--- config.mk ---
export PLATFORM = sky130hd
export DESIGN_NAME = flat_earth_distance_cached_radius
export DESIGN_NICKNAME = d
export VERILOG_FILES = /design/src/rtl/fed_pkg.sv /design/src/rtl/fed_alu.sv /design/src/rtl/fed_cordic.sv /design/src/rtl/flat_earth_distance_cached_radius.sv
export VERILOG_INCLUDE_DIRS = /design/src /design/src/rtl
export SDC_FILE = /design/constraint.sdc
export NUM_CORES = 2
export LEC_CHECK = 0
export BUFFER_PORTS_ARGS = -buffer_cell sky130_fd_sc_hd__buf_2
export CAP_MARGIN = 0
export CORE_ASPECT_RATIO = 1.4
export CORE_MARGIN = 1
export CORE_UTILIZATION = 55
export CTS_BUF_LIST = sky130_fd_sc_hd__clkbuf_4 sky130_fd_sc_hd__clkbuf_8
export DETAILED_ROUTE_END_ITERATION = 10
export PLACE_DENSITY_LB_ADDON = 0.15
export SLEW_MARGIN = 20
export SYNTH_ARGS = -nofsm -noshare
export SYNTH_HDL_FRONTEND = slang
export SYNTH_SLANG_ARGS = --single-unit
export TNS_END_PERCENT = 5
--- constraint.sdc ---
create_clock -name clk -period 29.4 [get_ports clk]
set_clock_uncertainty 0.1 [all_clocks]
set_input_delay 2.94 -clock clk [delete_from_list [all_inputs] [get_ports clk]]
set_output_delay 2.94 -clock clk [all_outputs]
set_load 0.05 [all_outputs]
--- src/rtl/assert_macros.svh ---
// ----------------------------------------------------------------------------
// assert_macros.svh
// Assertion helpers; the bodies vanish for synthesis.
// Users must have clk and rst_n in scope.
// ----------------------------------------------------------------------------
`ifndef ASSERT_MACROS_SVH
`define ASSERT_MACROS_SVH

`ifndef SYNTHESIS
`define FED_ASSERT_IMPLY(lbl, ante, cons) \
    lbl: assert property (@(posedge clk) disable iff (!rst_n) (ante) |-> (cons)) \
        else $error("assertion failed");
`define FED_ASSERT_NEXT(lbl, ante, cons) \
    lbl: assert property (@(posedge clk) disable iff (!rst_n) (ante) |=> (cons)) \
        else $error("assertion failed");
`else
`define FED_ASSERT_IMPLY(lbl, ante, cons)
`define FED_ASSERT_NEXT(lbl, ante, cons)
`endif

`endif

--- src/rtl/fed_pkg.sv ---
// ----------------------------------------------------------------------------
// fed_pkg
// Types and fixed-point constants for the flat-earth distance block.
// ----------------------------------------------------------------------------
package fed_pkg;

    localparam logic [32:0] DEG7_K      = 33'd2012227209;
    localparam logic [30:0] PI_Q29      = 31'd1686629713;
    localparam logic [30:0] HALF_PI_Q29 = 31'd843314856;
    localparam logic [31:0] R1_Q8       = 32'd1627328512;
    localparam logic [31:0] R2_Q8       = 32'd1632803072;
    localparam logic [63:0] R1_SQ       = 64'(R1_Q8) * 64'(R1_Q8);
    localparam logic [32:0] R_DIFF      = 33'(R2_Q8 - R1_Q8);
    localparam logic [32:0] R_SUM       = 33'(R1_Q8) + 33'(R2_Q8);
    localparam logic [33:0] CORDIC_X0   = 34'd652032874;
    localparam logic [33:0] ONE_Q30     = 34'd1073741824;
    localparam logic [32:0] MUL_100     = 33'd100;
    localparam logic [32:0] MUL_1E6     = 33'd1000000;

    localparam logic ALU_MUL  = 1'b0;
    localparam logic ALU_SQRT = 1'b1;

    typedef struct packed {
        logic        start;
        logic        op;
        logic [63:0] a;
        logic [32:0] b;
        logic [63:0] init;
    } fed_alu_req_t;

    typedef struct packed {
        logic        busy;
        logic        done;
        logic [64:0] res;
    } fed_alu_rsp_t;

    typedef struct packed {
        logic        busy;
        logic        done;
        logic [30:0] cos_q30;
    } fed_cos_rsp_t;

    function automatic logic [28:0] fed_atan(input logic [4:0] idx);
        logic [28:0] r;
        unique case (idx)
            5'd0:    r = 29'd421657428;
            5'd1:    r = 29'd248918915;
            5'd2:    r = 29'd131521918;
            5'd3:    r = 29'd66762579;
            5'd4:    r = 29'd33510843;
            5'd5:    r = 29'd16771758;
            5'd6:    r = 29'd8387925;
            5'd7:    r = 29'd4194219;
            5'd8:    r = 29'd2097141;
            5'd9:    r = 29'd1048575;
            5'd30:   r = 29'd0;
            5'd31:   r = 29'd0;
            default: r = 29'd1 << (5'd29 - idx);
        endcase
        return r;
    endfunction

endpackage

--- src/rtl/fed_alu.sv ---
// ----------------------------------------------------------------------------
// fed_alu
// Shared shift-add multiplier and bit-pair integer square root, 65-bit adder.
// ----------------------------------------------------------------------------
module fed_alu (
    input  logic                  clk,
    input  logic                  rst_n,
    input  fed_pkg::fed_alu_req_t req,
    output fed_pkg::fed_alu_rsp_t rsp
);
    import fed_pkg::*;

    logic        busy_reg;
    logic        op_reg;
    logic [64:0] acc_reg;
    logic [63:0] a_reg;
    logic [32:0] b_reg;
    logic [63:0] bit_reg;

    logic [63:0] trial;
    logic [64:0] addend;
    logic [64:0] sum;
    logic        finish;
    logic        ge;

    assign trial  = a_reg + bit_reg;
    assign addend = (op_reg == ALU_MUL) ? {1'b0, a_reg} : ~{1'b0, trial};
    assign sum    = acc_reg + addend + {64'd0, op_reg == ALU_SQRT};
    assign ge     = !sum[64];
    assign finish = busy_reg && ((op_reg == ALU_MUL) ? (b_reg == '0) : (bit_reg == '0));

    assign rsp.busy = busy_reg;
    assign rsp.done = finish;
    assign rsp.res  = (op_reg == ALU_SQRT) ? {1'b0, a_reg} : acc_reg;

    always_ff @(posedge clk or negedge rst_n)
    begin
        if (!rst_n)
        begin
            busy_reg <= 1'b0;
        end
        else if (req.start)
        begin
            busy_reg <= 1'b1;
        end
        else if (finish)
        begin
            busy_reg <= 1'b0;
        end
    end

    always_ff @(posedge clk)
    begin
        if (req.start)
        begin
            op_reg <= req.op;
            if (req.op == ALU_MUL)
            begin
                acc_reg <= {1'b0, req.init};
                a_reg   <= req.a;
                b_reg   <= req.b;
            end
            else
            begin
                acc_reg <= {1'b0, req.a};
                a_reg   <= '0;
                bit_reg <= 64'd1 << 62;
            end
        end
        else if (busy_reg && !finish)
        begin
            if (op_reg == ALU_MUL)
            begin
                if (b_reg[0])
                begin
                    acc_reg <= sum;
                end
                a_reg <= a_reg << 1;
                b_reg <= b_reg >> 1;
            end
            else
            begin
                if (ge)
                begin
                    acc_reg <= {1'b0, sum[63:0]};
                    a_reg   <= (a_reg >> 1) + bit_reg;
                end
                else
                begin
                    a_reg <= a_reg >> 1;
                end
                bit_reg <= bit_reg >> 2;
            end
        end
    end

endmodule

--- src/rtl/fed_cordic.sv ---
// ----------------------------------------------------------------------------
// fed_cordic
// Rotation-mode CORDIC, one micro-rotation per cycle, returns |cos| in Q30.
// ----------------------------------------------------------------------------
module fed_cordic #(
    parameter int CORDIC_ITERATIONS = 24
) (
    input  logic                  clk,
    input  logic                  rst_n,
    input  logic                  start,
    input  logic [30:0]           angle,
    output fed_pkg::fed_cos_rsp_t rsp
);
    import fed_pkg::*;

    localparam int CW = $clog2(CORDIC_ITERATIONS + 1);

    logic                busy_reg;
    logic [CW-1:0]       i_reg;
    logic signed [33:0]  x_reg;
    logic signed [33:0]  y_reg;
    logic signed [33:0]  z_reg;

    logic signed [33:0]  xs;
    logic signed [33:0]  ys;
    logic signed [33:0]  at;
    logic signed [33:0]  fold;
    logic signed [33:0]  a_in;
    logic                finish;

    assign a_in   = $signed({3'b0, angle});
    assign fold   = (a_in > $signed({3'b0, HALF_PI_Q29})) ? ($signed({3'b0, PI_Q29}) - a_in)
                                                          : a_in;
    assign xs     = x_reg >>> i_reg;
    assign ys     = y_reg >>> i_reg;
    assign at     = $signed({5'b0, fed_atan(5'(i_reg))});
    assign finish = busy_reg && (i_reg == CW'(CORDIC_ITERATIONS));

    assign rsp.busy    = busy_reg;
    assign rsp.done    = finish;
    assign rsp.cos_q30 = x_reg[33] ? '0 :
                         (x_reg > $signed(ONE_Q30)) ? ONE_Q30[30:0] : x_reg[30:0];

    always_ff @(posedge clk or negedge rst_n)
    begin
        if (!rst_n)
        begin
            busy_reg <= 1'b0;
        end
        else if (start)
        begin
            busy_reg <= 1'b1;
        end
        else if (finish)
        begin
            busy_reg <= 1'b0;
        end
    end

    always_ff @(posedge clk)
    begin
        if (start)
        begin
            i_reg <= '0;
            x_reg <= $signed(CORDIC_X0);
            y_reg <= '0;
            z_reg <= fold[33] ? -fold : fold;
        end
        else if (busy_reg && !finish)
        begin
            i_reg <= i_reg + 1'b1;
            if (!z_reg[33])
            begin
                x_reg <= x_reg - ys;
                y_reg <= y_reg + xs;
                z_reg <= z_reg - at;
            end
            else
            begin
                x_reg <= x_reg + ys;
                y_reg <= y_reg - xs;
                z_reg <= z_reg + at;
            end
        end
    end

endmodule

--- src/rtl/flat_earth_distance_cached_radius.sv ---
// ----------------------------------------------------------------------------
// flat_earth_distance_cached_radius
// Equirectangular distance between two GPS fixes with a cached meridian radius.
//
//   channel   dir  handshake                      payload
//   s_axis    in   s_axis_tvalid/s_axis_tready    two points, 1e-7 deg
//   m_axis    out  m_axis_tvalid/m_axis_tready    distance_cm, saturated flag
//   cfg       in   cfg_wr_en                      refresh_threshold_urad
//
// One item runs up to 14 shift-add multiplies on the shared ALU (one multiplier
// bit per cycle, ends at the top set bit), up to two 32-step square roots and
// CORDIC_ITERATIONS CORDIC steps, all run back to back. The radius refresh adds
// three multiplies and a root only when it fires.
// Reset is asynchronous; the result register holds until taken, and the next
// item is accepted meanwhile but stalls before loading it.
// ----------------------------------------------------------------------------
`include "assert_macros.svh"

module flat_earth_distance_cached_radius #(
    parameter int CORDIC_ITERATIONS = 24
) (
    input  logic         clk,
    input  logic         rst_n,
    input  logic         s_axis_tvalid,
    output logic         s_axis_tready,
    input  logic [127:0] s_axis_tdata,  // lat_a[30:0], lon_a[62:31], lat_b[93:63], lon_b[125:94]
    output logic         m_axis_tvalid,
    input  logic         m_axis_tready,
    output logic [31:0]  m_axis_tdata,  // distance_cm[31:0]
    output logic         m_axis_tuser,  // saturated
    input  logic         cfg_wr_en,
    input  logic [20:0]  cfg_wr_data
);
    import fed_pkg::*;

    localparam logic [4:0] ST_IDLE = 5'd0;
    localparam logic [4:0] ST_LAT  = 5'd1;
    localparam logic [4:0] ST_DLAT = 5'd2;
    localparam logic [4:0] ST_DLON = 5'd3;
    localparam logic [4:0] ST_COS  = 5'd4;
    localparam logic [4:0] ST_CHK  = 5'd5;
    localparam logic [4:0] ST_C2   = 5'd6;
    localparam logic [4:0] ST_T    = 5'd7;
    localparam logic [4:0] ST_R2   = 5'd8;
    localparam logic [4:0] ST_RSQ  = 5'd9;
    localparam logic [4:0] ST_TH   = 5'd10;
    localparam logic [4:0] ST_HM   = 5'd11;
    localparam logic [4:0] ST_H    = 5'd12;
    localparam logic [4:0] ST_VM   = 5'd13;
    localparam logic [4:0] ST_V    = 5'd14;
    localparam logic [4:0] ST_HH   = 5'd15;
    localparam logic [4:0] ST_VV   = 5'd16;
    localparam logic [4:0] ST_DSQ  = 5'd17;
    localparam logic [4:0] ST_FIN  = 5'd18;

    logic [4:0]         state_reg;
    logic               pend_reg;
    logic [20:0]        thr_reg;
    logic signed [31:0] ref_reg;
    logic [30:0]        radius_reg;
    logic               lat_neg_reg;
    logic [30:0]        lat_mag_reg;
    logic [31:0]        dlat_mag_reg;
    logic [32:0]        dlon_mag_reg;
    logic [30:0]        lat1_reg;
    logic [31:0]        adlat_reg;
    logic [32:0]        adlon_reg;
    logic [30:0]        cos_reg;
    logic [63:0]        tmp_reg;
    logic [34:0]        h_reg;
    logic [34:0]        v_reg;
    logic [31:0]        rdist_reg;
    logic               rsat_reg;
    logic               out_valid_reg;
    logic [31:0]        dist_reg;
    logic               sat_reg;

    fed_alu_req_t       alu_req;
    fed_alu_rsp_t       alu_rsp;
    fed_cos_rsp_t       cos_rsp;
    logic               cos_start;
    logic               alu_state;
    logic               alu_op;
    logic               alu_fire;
    logic               out_load;
    logic               fin_stall;

    logic signed [31:0] la;
    logic signed [31:0] lb;
    logic signed [32:0] oa;
    logic signed [32:0] ob;
    logic signed [31:0] dlat;
    logic signed [32:0] dlon;
    logic signed [31:0] lat1_s;
    logic signed [32:0] diff;
    logic [32:0]        adiff;
    logic [63:0]        thr_scaled;
    logic [64:0]        res;

    assign la   = 32'(signed'(s_axis_tdata[30:0]));
    assign oa   = 33'(signed'(s_axis_tdata[62:31]));
    assign lb   = 32'(signed'(s_axis_tdata[93:63]));
    assign ob   = 33'(signed'(s_axis_tdata[125:94]));
    assign dlat = lb - la;
    assign dlon = ob - oa;

    assign lat1_s     = lat_neg_reg ? -$signed({1'b0, lat1_reg}) : $signed({1'b0, lat1_reg});
    assign diff       = 33'(ref_reg) - 33'(lat1_s);
    assign adiff      = diff[32] ? 33'(-diff) : 33'(diff);
    assign thr_scaled = {14'd0, thr_reg, 29'd0} + 64'd500000;
    assign res        = alu_rsp.res;

    assign s_axis_tready = (state_reg == ST_IDLE);
    assign m_axis_tvalid = out_valid_reg;
    assign m_axis_tdata  = dist_reg;
    assign m_axis_tuser  = sat_reg;
    assign out_load      = (state_reg == ST_FIN) && (!out_valid_reg || m_axis_tready);
    assign alu_fire      = pend_reg && alu_rsp.done;
    assign cos_start     = (state_reg == ST_COS) && !pend_reg;
    assign fin_stall     = (state_reg == ST_FIN) && out_valid_reg && !m_axis_tready;

    always_comb
    begin
        alu_state    = 1'b1;
        alu_op       = ALU_MUL;
        alu_req.a    = '0;
        alu_req.b    = '0;
        alu_req.init = '0;
        unique case (state_reg)
            ST_LAT:
            begin
                alu_req.a    = {33'd0, lat_mag_reg};
                alu_req.b    = DEG7_K;
                alu_req.init = 64'd1 << 30;
            end
            ST_DLAT:
            begin
                alu_req.a    = {32'd0, dlat_mag_reg};
                alu_req.b    = DEG7_K;
                alu_req.init = 64'd1 << 30;
            end
            ST_DLON:
            begin
                alu_req.a    = {31'd0, dlon_mag_reg};
                alu_req.b    = DEG7_K;
                alu_req.init = 64'd1 << 30;
            end
            ST_CHK:
            begin
                alu_req.a = {31'd0, adiff};
                alu_req.b = MUL_1E6;
            end
            ST_C2:
            begin
                alu_req.a    = {33'd0, cos_reg};
                alu_req.b    = {2'd0, cos_reg};
                alu_req.init = 64'd1 << 29;
            end
            ST_T:
            begin
                alu_req.a = tmp_reg;
                alu_req.b = R_DIFF;
            end
            ST_R2:
            begin
                alu_req.a = tmp_reg;
                alu_req.b = R_SUM;
            end
            ST_RSQ:
            begin
                alu_op    = ALU_SQRT;
                alu_req.a = tmp_reg;
            end
            ST_TH:
            begin
                alu_req.a    = {31'd0, adlon_reg};
                alu_req.b    = {2'd0, cos_reg};
                alu_req.init = 64'd1 << 29;
            end
            ST_HM:
            begin
                alu_req.a    = tmp_reg;
                alu_req.b    = {1'b0, R2_Q8};
                alu_req.init = 64'd128;
            end
            ST_H, ST_V:
            begin
                alu_req.a    = tmp_reg;
                alu_req.b    = MUL_100;
                alu_req.init = 64'd1 << 28;
            end
            ST_VM:
            begin
                alu_req.a    = {32'd0, adlat_reg};
                alu_req.b    = {2'd0, radius_reg};
                alu_req.init = 64'd128;
            end
            ST_HH:
            begin
                alu_req.a = {32'd0, h_reg[31:0]};
                alu_req.b = {1'b0, h_reg[31:0]};
            end
            ST_VV:
            begin
                alu_req.a    = {32'd0, v_reg[31:0]};
                alu_req.b    = {1'b0, v_reg[31:0]};
                alu_req.init = tmp_reg;
            end
            ST_DSQ:
            begin
                alu_op    = ALU_SQRT;
                alu_req.a = tmp_reg;
            end
            default:
            begin
                alu_state = 1'b0;
            end
        endcase
        alu_req.op    = alu_op;
        alu_req.start = alu_state && !pend_reg;
    end

    fed_alu u_alu (
        .clk   (clk),
        .rst_n (rst_n),
        .req   (alu_req),
        .rsp   (alu_rsp)
    );

    fed_cordic #(
        .CORDIC_ITERATIONS (CORDIC_ITERATIONS)
    ) u_cordic (
        .clk   (clk),
        .rst_n (rst_n),
        .start (cos_start),
        .angle (lat1_reg),
        .rsp   (cos_rsp)
    );

    always_ff @(posedge clk or negedge rst_n)
    begin
        if (!rst_n)
        begin
            state_reg     <= ST_IDLE;
            pend_reg      <= 1'b0;
            thr_reg       <= 21'd8000;
            ref_reg       <= '0;
            radius_reg    <= R1_Q8[30:0];
            out_valid_reg <= 1'b0;
        end
        else
        begin
            if (cfg_wr_en)
            begin
                thr_reg <= cfg_wr_data;
            end

            if (out_load)
            begin
                out_valid_reg <= 1'b1;
            end
            else if (m_axis_tready)
            begin
                out_valid_reg <= 1'b0;
            end

            if (alu_req.start || cos_start)
            begin
                pend_reg <= 1'b1;
            end
            else if (alu_fire || (pend_reg && cos_rsp.done))
            begin
                pend_reg <= 1'b0;
            end

            unique case (state_reg)
                ST_IDLE:
                begin
                    if (s_axis_tvalid)
                    begin
                        state_reg <= ST_LAT;
                    end
                end
                ST_LAT:  if (alu_fire) state_reg <= ST_DLAT;
                ST_DLAT: if (alu_fire) state_reg <= ST_DLON;
                ST_DLON: if (alu_fire) state_reg <= ST_COS;
                ST_COS:  if (pend_reg && cos_rsp.done) state_reg <= ST_CHK;
                ST_CHK:
                begin
                    if (alu_fire)
                    begin
                        state_reg <= (thr_scaled < res[63:0]) ? ST_C2 : ST_TH;
                    end
                end
                ST_C2:   if (alu_fire) state_reg <= ST_T;
                ST_T:    if (alu_fire) state_reg <= ST_R2;
                ST_R2:   if (alu_fire) state_reg <= ST_RSQ;
                ST_RSQ:
                begin
                    if (alu_fire)
                    begin
                        radius_reg <= res[30:0];
                        ref_reg    <= lat1_s;
                        state_reg  <= ST_TH;
                    end
                end
                ST_TH:   if (alu_fire) state_reg <= ST_HM;
                ST_HM:   if (alu_fire) state_reg <= ST_H;
                ST_H:    if (alu_fire) state_reg <= ST_VM;
                ST_VM:   if (alu_fire) state_reg <= ST_V;
                ST_V:
                begin
                    if (alu_fire)
                    begin
                        state_reg <= ((h_reg[34:32] != '0) || (res[63:61] != '0)) ? ST_FIN
                                                                                  : ST_HH;
                    end
                end
                ST_HH:   if (alu_fire) state_reg <= ST_VV;
                ST_VV:   if (alu_fire) state_reg <= res[64] ? ST_FIN : ST_DSQ;
                ST_DSQ:  if (alu_fire) state_reg <= ST_FIN;
                ST_FIN:  if (out_load) state_reg <= ST_IDLE;
                default: state_reg <= ST_IDLE;
            endcase
        end
    end

    always_ff @(posedge clk)
    begin
        if (s_axis_tready && s_axis_tvalid)
        begin
            lat_neg_reg  <= la[31];
            lat_mag_reg  <= la[31] ? 31'(-la) : 31'(la);
            dlat_mag_reg <= dlat[31] ? 32'(-dlat) : 32'(dlat);
            dlon_mag_reg <= dlon[32] ? 33'(-dlon) : 33'(dlon);
        end
        if (pend_reg && cos_rsp.done)
        begin
            cos_reg <= cos_rsp.cos_q30;
        end
        if (out_load)
        begin
            dist_reg <= rdist_reg;
            sat_reg  <= rsat_reg;
        end
        if (alu_fire)
        begin
            unique case (state_reg)
                ST_LAT:  lat1_reg  <= res[61:31];
                ST_DLAT: adlat_reg <= res[62:31];
                ST_DLON: adlon_reg <= res[63:31];
                ST_C2:   tmp_reg   <= 64'(res[64:30]);
                ST_T:    tmp_reg   <= 64'(res[64:20]);
                ST_R2:   tmp_reg   <= R1_SQ + 64'(res[64:10]);
                ST_TH:   tmp_reg   <= 64'(res[64:30]);
                ST_HM:   tmp_reg   <= 64'(res[64:8]);
                ST_H:    h_reg     <= res[63:29];
                ST_VM:   tmp_reg   <= 64'(res[64:8]);
                ST_V:
                begin
                    v_reg     <= res[63:29];
                    rdist_reg <= '1;
                    rsat_reg  <= 1'b1;
                end
                ST_HH:   tmp_reg   <= res[63:0];
                ST_VV:   tmp_reg   <= res[63:0];
                ST_DSQ:
                begin
                    rdist_reg <= res[31:0];
                    rsat_reg  <= 1'b0;
                end
                default:
                begin
                end
            endcase
        end
    end

    `FED_ASSERT_IMPLY(a_alu_start_idle, alu_req.start, !alu_rsp.busy)
    `FED_ASSERT_IMPLY(a_ready_units_idle, s_axis_tready, (!alu_rsp.busy && !cos_rsp.busy))
    `FED_ASSERT_NEXT(a_radius_hold, (state_reg != ST_RSQ), $stable(radius_reg))
    `FED_ASSERT_NEXT(a_fin_stall, fin_stall, (state_reg == ST_FIN))

endmodule
# Yosys cells after proc, flatten, opt, wreduce, memory -nomap -nowiden

Index checks and enable logic that the tools add are counted.

Register bits: 848
Latch bits: 0
RAM bits: 0
Bits in read-only memories: 0
Input port bits: 154
Output and inout port bits: 35
Memories kept: 0

$add $sub $neg: 24
Multipliers: 0
Div/mod/pow operators: 0
Order comparisons: 3
Eq/ne operators: 53
Shift-type cells: 3
Mux-type cells: 75
Bitwise operators: 1
Reductions and logical operators: 56

Operators with widths:

| cell             | number |
|---|---|
| $mux 64          | 10 |
| $pmux 64 s10     | 1 |
| $pmux 64 s5      | 2 |
| $mux 65          | 7 |
| $pmux 32 s10     | 1 |
| $pmux 29 s11     | 1 |
| $mux 34          | 7 |
| $mux 33          | 5 |
| $mux 5           | 20 |
| $pmux 5 s19      | 1 |
| $add 34x34->34   | 2 |
| $sshr 34x5->34   | 2 |
| $sub 34x34->34   | 2 |
| $neg 33->33      | 2 |
| $sub 32x32->33   | 2 |
| $add 65x1->65    | 1 |
| $add 65x65->65   | 1 |
| $not 64->65      | 1 |
| $add 63x64->64   | 1 |
| $add 64x64->64   | 1 |
| $logic_not 64->1 | 1 |
| $lt 51x64->1     | 1 |
| $mux 32          | 2 |
| $pmux 32 s2      | 1 |
| other kinds (44) | 140 |

# Longest topological paths before layout

Depth after elaboration: 9
Depth in mapped cells: 36
Gate-level depth less buffers: 33

# By module

From an unflattened synthesis, not the netlist that was laid out.

Cell total of the unflattened synthesis: 7799
Area total of the unflattened synthesis: 70232.4 sq um

By module, submodules not included:

| module                            | times used | cells an instance | area each (sq um) |
|---|---|---|---|
| flat_earth_distance_cached_radius | 1          | 3148              | 31834.3 |
| fed_alu                           | 1          | 2238              | 19438.6 |
| fed_cordic                        | 1          | 2413              | 18959.4 |

# Least setup slack after synthesis

No wires, ideal clock.

Kind: register -> register
From: register u_alu.op_reg
To: register u_alu.acc_reg[0], enable pin
Setup time: 509 ps
Data arrival time: 10369 ps
Setup slack: 18422 ps
Cell stages (with the launch flop): 31
Path buffers: 12
Cells stage by stage: edfxtp_1 -> clkbuf_1 -> buf_2 -> buf_1 -> buf_2 -> buf_1 -> buf_1 -> buf_2 -> buf_1 -> clkbuf_1 -> clkbuf_1 -> a21oi_1 -> fa_1 -> inv_1 -> fa_1 -> nor2b_1 -> o31ai_1 -> a211o_1 -> o31ai_1 -> a21o_1 -> a211o_1 -> a22oi_1 -> o211ai_1 -> o21ai_0 -> a21oi_1 -> xnor2_1 -> clkbuf_1 -> buf_1 -> nor2_1 -> a21oi_1 -> a21oi_1

Cells in the longest elaborated chain, start to end: 6
Elaborated cells between the ends (all ways): 11

Ends and longest elaborated chain:

| item                                                                   | RTL line      | source |
|---|---|---|
| start, declared                                                        | fed_alu.sv:14 | `logic op_reg;` |
| start signal, assigned                                                 | fed_alu.sv:56 | `op_reg <= req.op;` |
| parallel branches: the longest is 5 deep, another holds $add 65x65->65 | n/a           |  |
| $reduce_and 3->1 (no source line) *                                    | n/a           |  |
| end signal, assigned                                                   | fed_alu.sv:65 | `acc_reg <= {1'b0, req.a};` |
| end signal, assigned                                                   | fed_alu.sv:76 | `acc_reg <= sum;` |
| end signal, assigned                                                   | fed_alu.sv:85 | `acc_reg <= {1'b0, sum[63:0]};` |
| end, declared                                                          | fed_alu.sv:15 | `logic [64:0] acc_reg;` |

Mark *: on every way between the ends.
A chain may end at the register's enable or synchronous reset.

# Worst setup path in the final report

From: register u_alu.bit_reg[0]
To: register u_alu.a_reg[11] (data pin)

Cells in the longest elaborated chain, start to end: 9
Elaborated cells between the ends (all ways): 10

Ends and longest elaborated chain:

| item                   | RTL line      | source |
|---|---|---|
| start, declared        | fed_alu.sv:18 | `logic [63:0] bit_reg;` |
| start signal, assigned | fed_alu.sv:67 | `bit_reg <= 64'd1 << 62;` |
| start signal, assigned | fed_alu.sv:92 | `bit_reg <= bit_reg >> 2;` |
| $add 64x64->64         | fed_alu.sv:26 | `assign trial = a_reg + bit_reg;` |
| $not 64->65            | fed_alu.sv:27 | `assign addend = (op_reg == ALU_MUL) ? {1'b0, a_reg} : ~{1'b0, trial};` |
| $mux 65                | fed_alu.sv:27 |  |
| $add 65x65->65         | fed_alu.sv:28 | `assign sum = acc_reg + addend + {64'd0, op_reg == ALU_SQRT};` |
| $add 65x1->65          | fed_alu.sv:28 |  |
| $mux 64 *              | fed_alu.sv:83 | `if (ge)` |
| $mux 64 *              | fed_alu.sv:72 | `if (op_reg == ALU_MUL)` |
| $mux 64 *              | fed_alu.sv:70 | `else if (busy_reg && !finish)` |
| $mux 64 *              | fed_alu.sv:54 | `if (req.start)` |
| end signal, assigned   | fed_alu.sv:60 | `a_reg <= req.a;` |
| end signal, assigned   | fed_alu.sv:78 | `a_reg <= a_reg << 1;` |
| end signal, assigned   | fed_alu.sv:86 | `a_reg <= (a_reg >> 1) + bit_reg;` |
| end, declared          | fed_alu.sv:16 | `logic [63:0] a_reg;` |

Every way passes the cells marked *; elsewhere a longest branch is shown, timed or not. The select of a mux whose other input is x is not followed.

==> run_results.csv <==
group,metric,value,unit
routing,dr_wl_met2,117,mm
routing,firstDrtPassIters,9,
routing,antenna_left,0,
sta,setup_viol,0,
sta,hold_violations,0,
synth,synth_area_leaders,"edfxtp_1 (30%), ha_1 (6.7%), xnor2_1 (5.6%), a21oi_1 (4.7%), o21ai_0 (3.9%)",
synth,syn_inst,7122,
final_layout,final_cell_area,70100,µm²
clock_tree,cts-root-buf,"clkbuf_8",
final_layout,register_area,23300,µm²
synth,yosysTopAreaCell,"edfxtp_1",
clock_tree,cts_resized,0,
setup_path,critical_path.startpoint_type,"flop",
sta,period_minus_slack,9520,ps
clock_tree,cts_tree,"built",
clock_tree,clock_latency,930,ps
clock_tree,clkTransAtPathRegs,70,ps
grt,grt_pass1_wl,363,mm
grt,grt_max_degree,87,
setup_path,critPathCaptureType,"flop",
job,maxCapViolCount,0,
grt,antenna_found_initial,27,
routing,post_drt_wl_per_cell,28.0,µm
synth,yosys.cell_types.count,113,
clock_tree,clockBufferDepth,3,
setup_path,crit_fanout,39,
pwr,power,0.00798,W
sta,timing.slew.headroom,15.6,%
synth,syn-cell-area,64600,µm²
pwr,power_density,114,nW/µm²
setup_path,crit_arrival,10050,ps
grt,grt_use_total,40.9,%
sta,finalCritPeriodShare,32.4,%
clock_tree,h-tree-depth,4,
sta,tightestPinTransition,1240,ps
pwr,ir_drop,0.169,mV
floorplan,die_h,408,µm
synth,synth_edf_count,649,
clock_tree,clock-sinks,815,
synth,ys_ff_latch,815,
placement,dpl.cell_count,8534,
placement,routabilityCongestion,1.05,
final_layout,instances_no_fill,8810,
placement,hpwl,183,mm
outcome,status,"finished, final reports clean",
setup_path,path_class,"reg2reg",
final_layout,drive_above_1_share,12.3,%
synth,yosysSeqAreaShare,36.1,%
routing,initialDrtViolationCount,5860,
synth,syn_area_per_cell,9.07,µm²
final_layout,utilization,60.3,%
final_layout,fillers,10200,
final_layout,syn2layout_area_growth,8.45,%
clock_tree,cts_made_buffers,137,
routing,drc,0,
routing,vias_per_cell,6.70,
placement,io_buffers,186,
synth,synth_common_cells,"nand2_1 (654), edfxtp_1 (649), a21oi_1 (609)",
routing,highest_layer,"met5",
sta,drv_slew,0,
final_layout,largest_reg_flops,65,
hold_path,hold_path.class,"reg2reg",
synth,synth_top_cell_area_share,30.2,%
sta,fin_setup_tns,0,ps
synth,yosysMostFrequentCell,"nand2_1",
floorplan,io_pins,189,
setup_path,slowest_delay,790,ps
floorplan,num_rows,148,
grt,grt_overflow,0,
synth,synthArstFlopShare,11.4,%
routing,vias,59100,
setup_path,crit_slowest_cell,"xor2_4",
final_layout,multiInputGateArea,39000,µm²
clock_tree,hold_buffers,0,
routing,wirelength,246,mm
final_layout,finalNetCount,7680,
floorplan,core_area,116000,µm²
pwr,leakage,27.0,nW
floorplan,initial_utilization,55.6,%
synth,ys_warn_count,0,
synth,synth_ff_type,"edfxtp_1",
placement,place_area,67100,µm²
floorplan,die-area,119000,µm²
setup_path,worstPathRequired,29920,ps
sta,rsz0062_at_grt,"no",
grt,grt_pass1_vias,56800,
routing,wl_met1,84.0,mm
clock_tree,post_cts_buffers,0,
routing,wl_met3,19.4,mm
sta,fmax,0.105,GHz
synth,synth_fp_nets,7629,
floorplan,fp.dieW,292,µm
## report_power, final
part           total (W)  switching (W)  internal, W  leakage [nW]
Combinational    0.00502        0.00317      0.00186          17.6
Sequential       0.00186       0.000250      0.00161          7.95
Clock            0.00110       0.000535     0.000560          1.50
## area by class of cell
class / count / share of cell area (%)
multi-input cells: 5633 / 55.7
flip-flops and latches: 815 / 33.3
clock buffers: 190 / 3.37
repair buffers: 317 / 2.75
well taps: 1500 / 2.68
inverters: 269 / 1.44
clock inverters: 61 / 0.702
diodes: 25 / 0.0893
## cell families after synthesis
kind of cell	Yosys count	share of synthesized area, %
compound gates	2231	22.1
xor+xnor	665	9.18
fa+ha+maj	365	7.11
buf+inv	674	4.00
flops	815	36.1
mux	260	5.95
simple gates	2112	15.6
## final timing paths
check	slack, ps	from	end	depth (start not counted)
min in group asynchronous	1870	rst_n	ref_reg[25]	1
min reg2reg	320	rdist_reg[19]	m_axis_tdata[19]	0
min	320	rdist_reg[19]	m_axis_tdata[19]	0
max reg2reg	19880	u_alu.bit_reg[0]	u_alu.a_reg[11]	29
max in group asynchronous	25970	rst_n	thr_reg[19]	2
max	19880	u_alu.bit_reg[0]	u_alu.a_reg[11]	29
## worst max-delay path, delay by kind of cell, from the launching register on
kind | cells | cell delay [ps]
AO/OA/AOI/OAI | 17 | 5280
XOR/XNOR | 3 | 1070
adder cells (fa/ha/maj) | 3 | 830
buffers and inverters | 1 | 560
flip-flops | 1 | 490
multiplexers | 1 | 270
AND/OR/NAND/NOR | 4 | 620
## cells in the final DEF, fill, tap and decap left out, types with 66 or more instances in the layout
master and instances:
a21o_1 134, a21oi_1 605, a22oi_1 144, a31oi_1 140
and2_1 110, buf_2 185, buf_4 131, clkbuf_8 150
dfrtp_1 76, dfxtp_1 69, edfxtp_1 649, ha_1 345
inv_1 261, mux2_2 79, mux2i_1 75, mux4_2 91
nand2_1 651, nand3_1 121, nand4_1 78, nor2_1 566
nor2b_1 83, nor3_1 120, o21ai_0 504, o22ai_1 66
xnor2_1 409, xor2_1 244
## metal layers
metal	GRT usage [%]	up-vias
met5	0.447	-
met4	36.4	6
met3	8.95	1036
met2	68.2	2985
met1	43.4	28300
li1	-	26700
## metrics by stage
step	hold WS (ps)	setup slack, ps
2_1_floorplan	300	18420
3_3_place_gp	301	20260
3_5_place_dp	305	20220
4_1_cts	317	20150
5_1_grt	321	19530
6_report	319	19880
(Power assumes the default switching activity.)
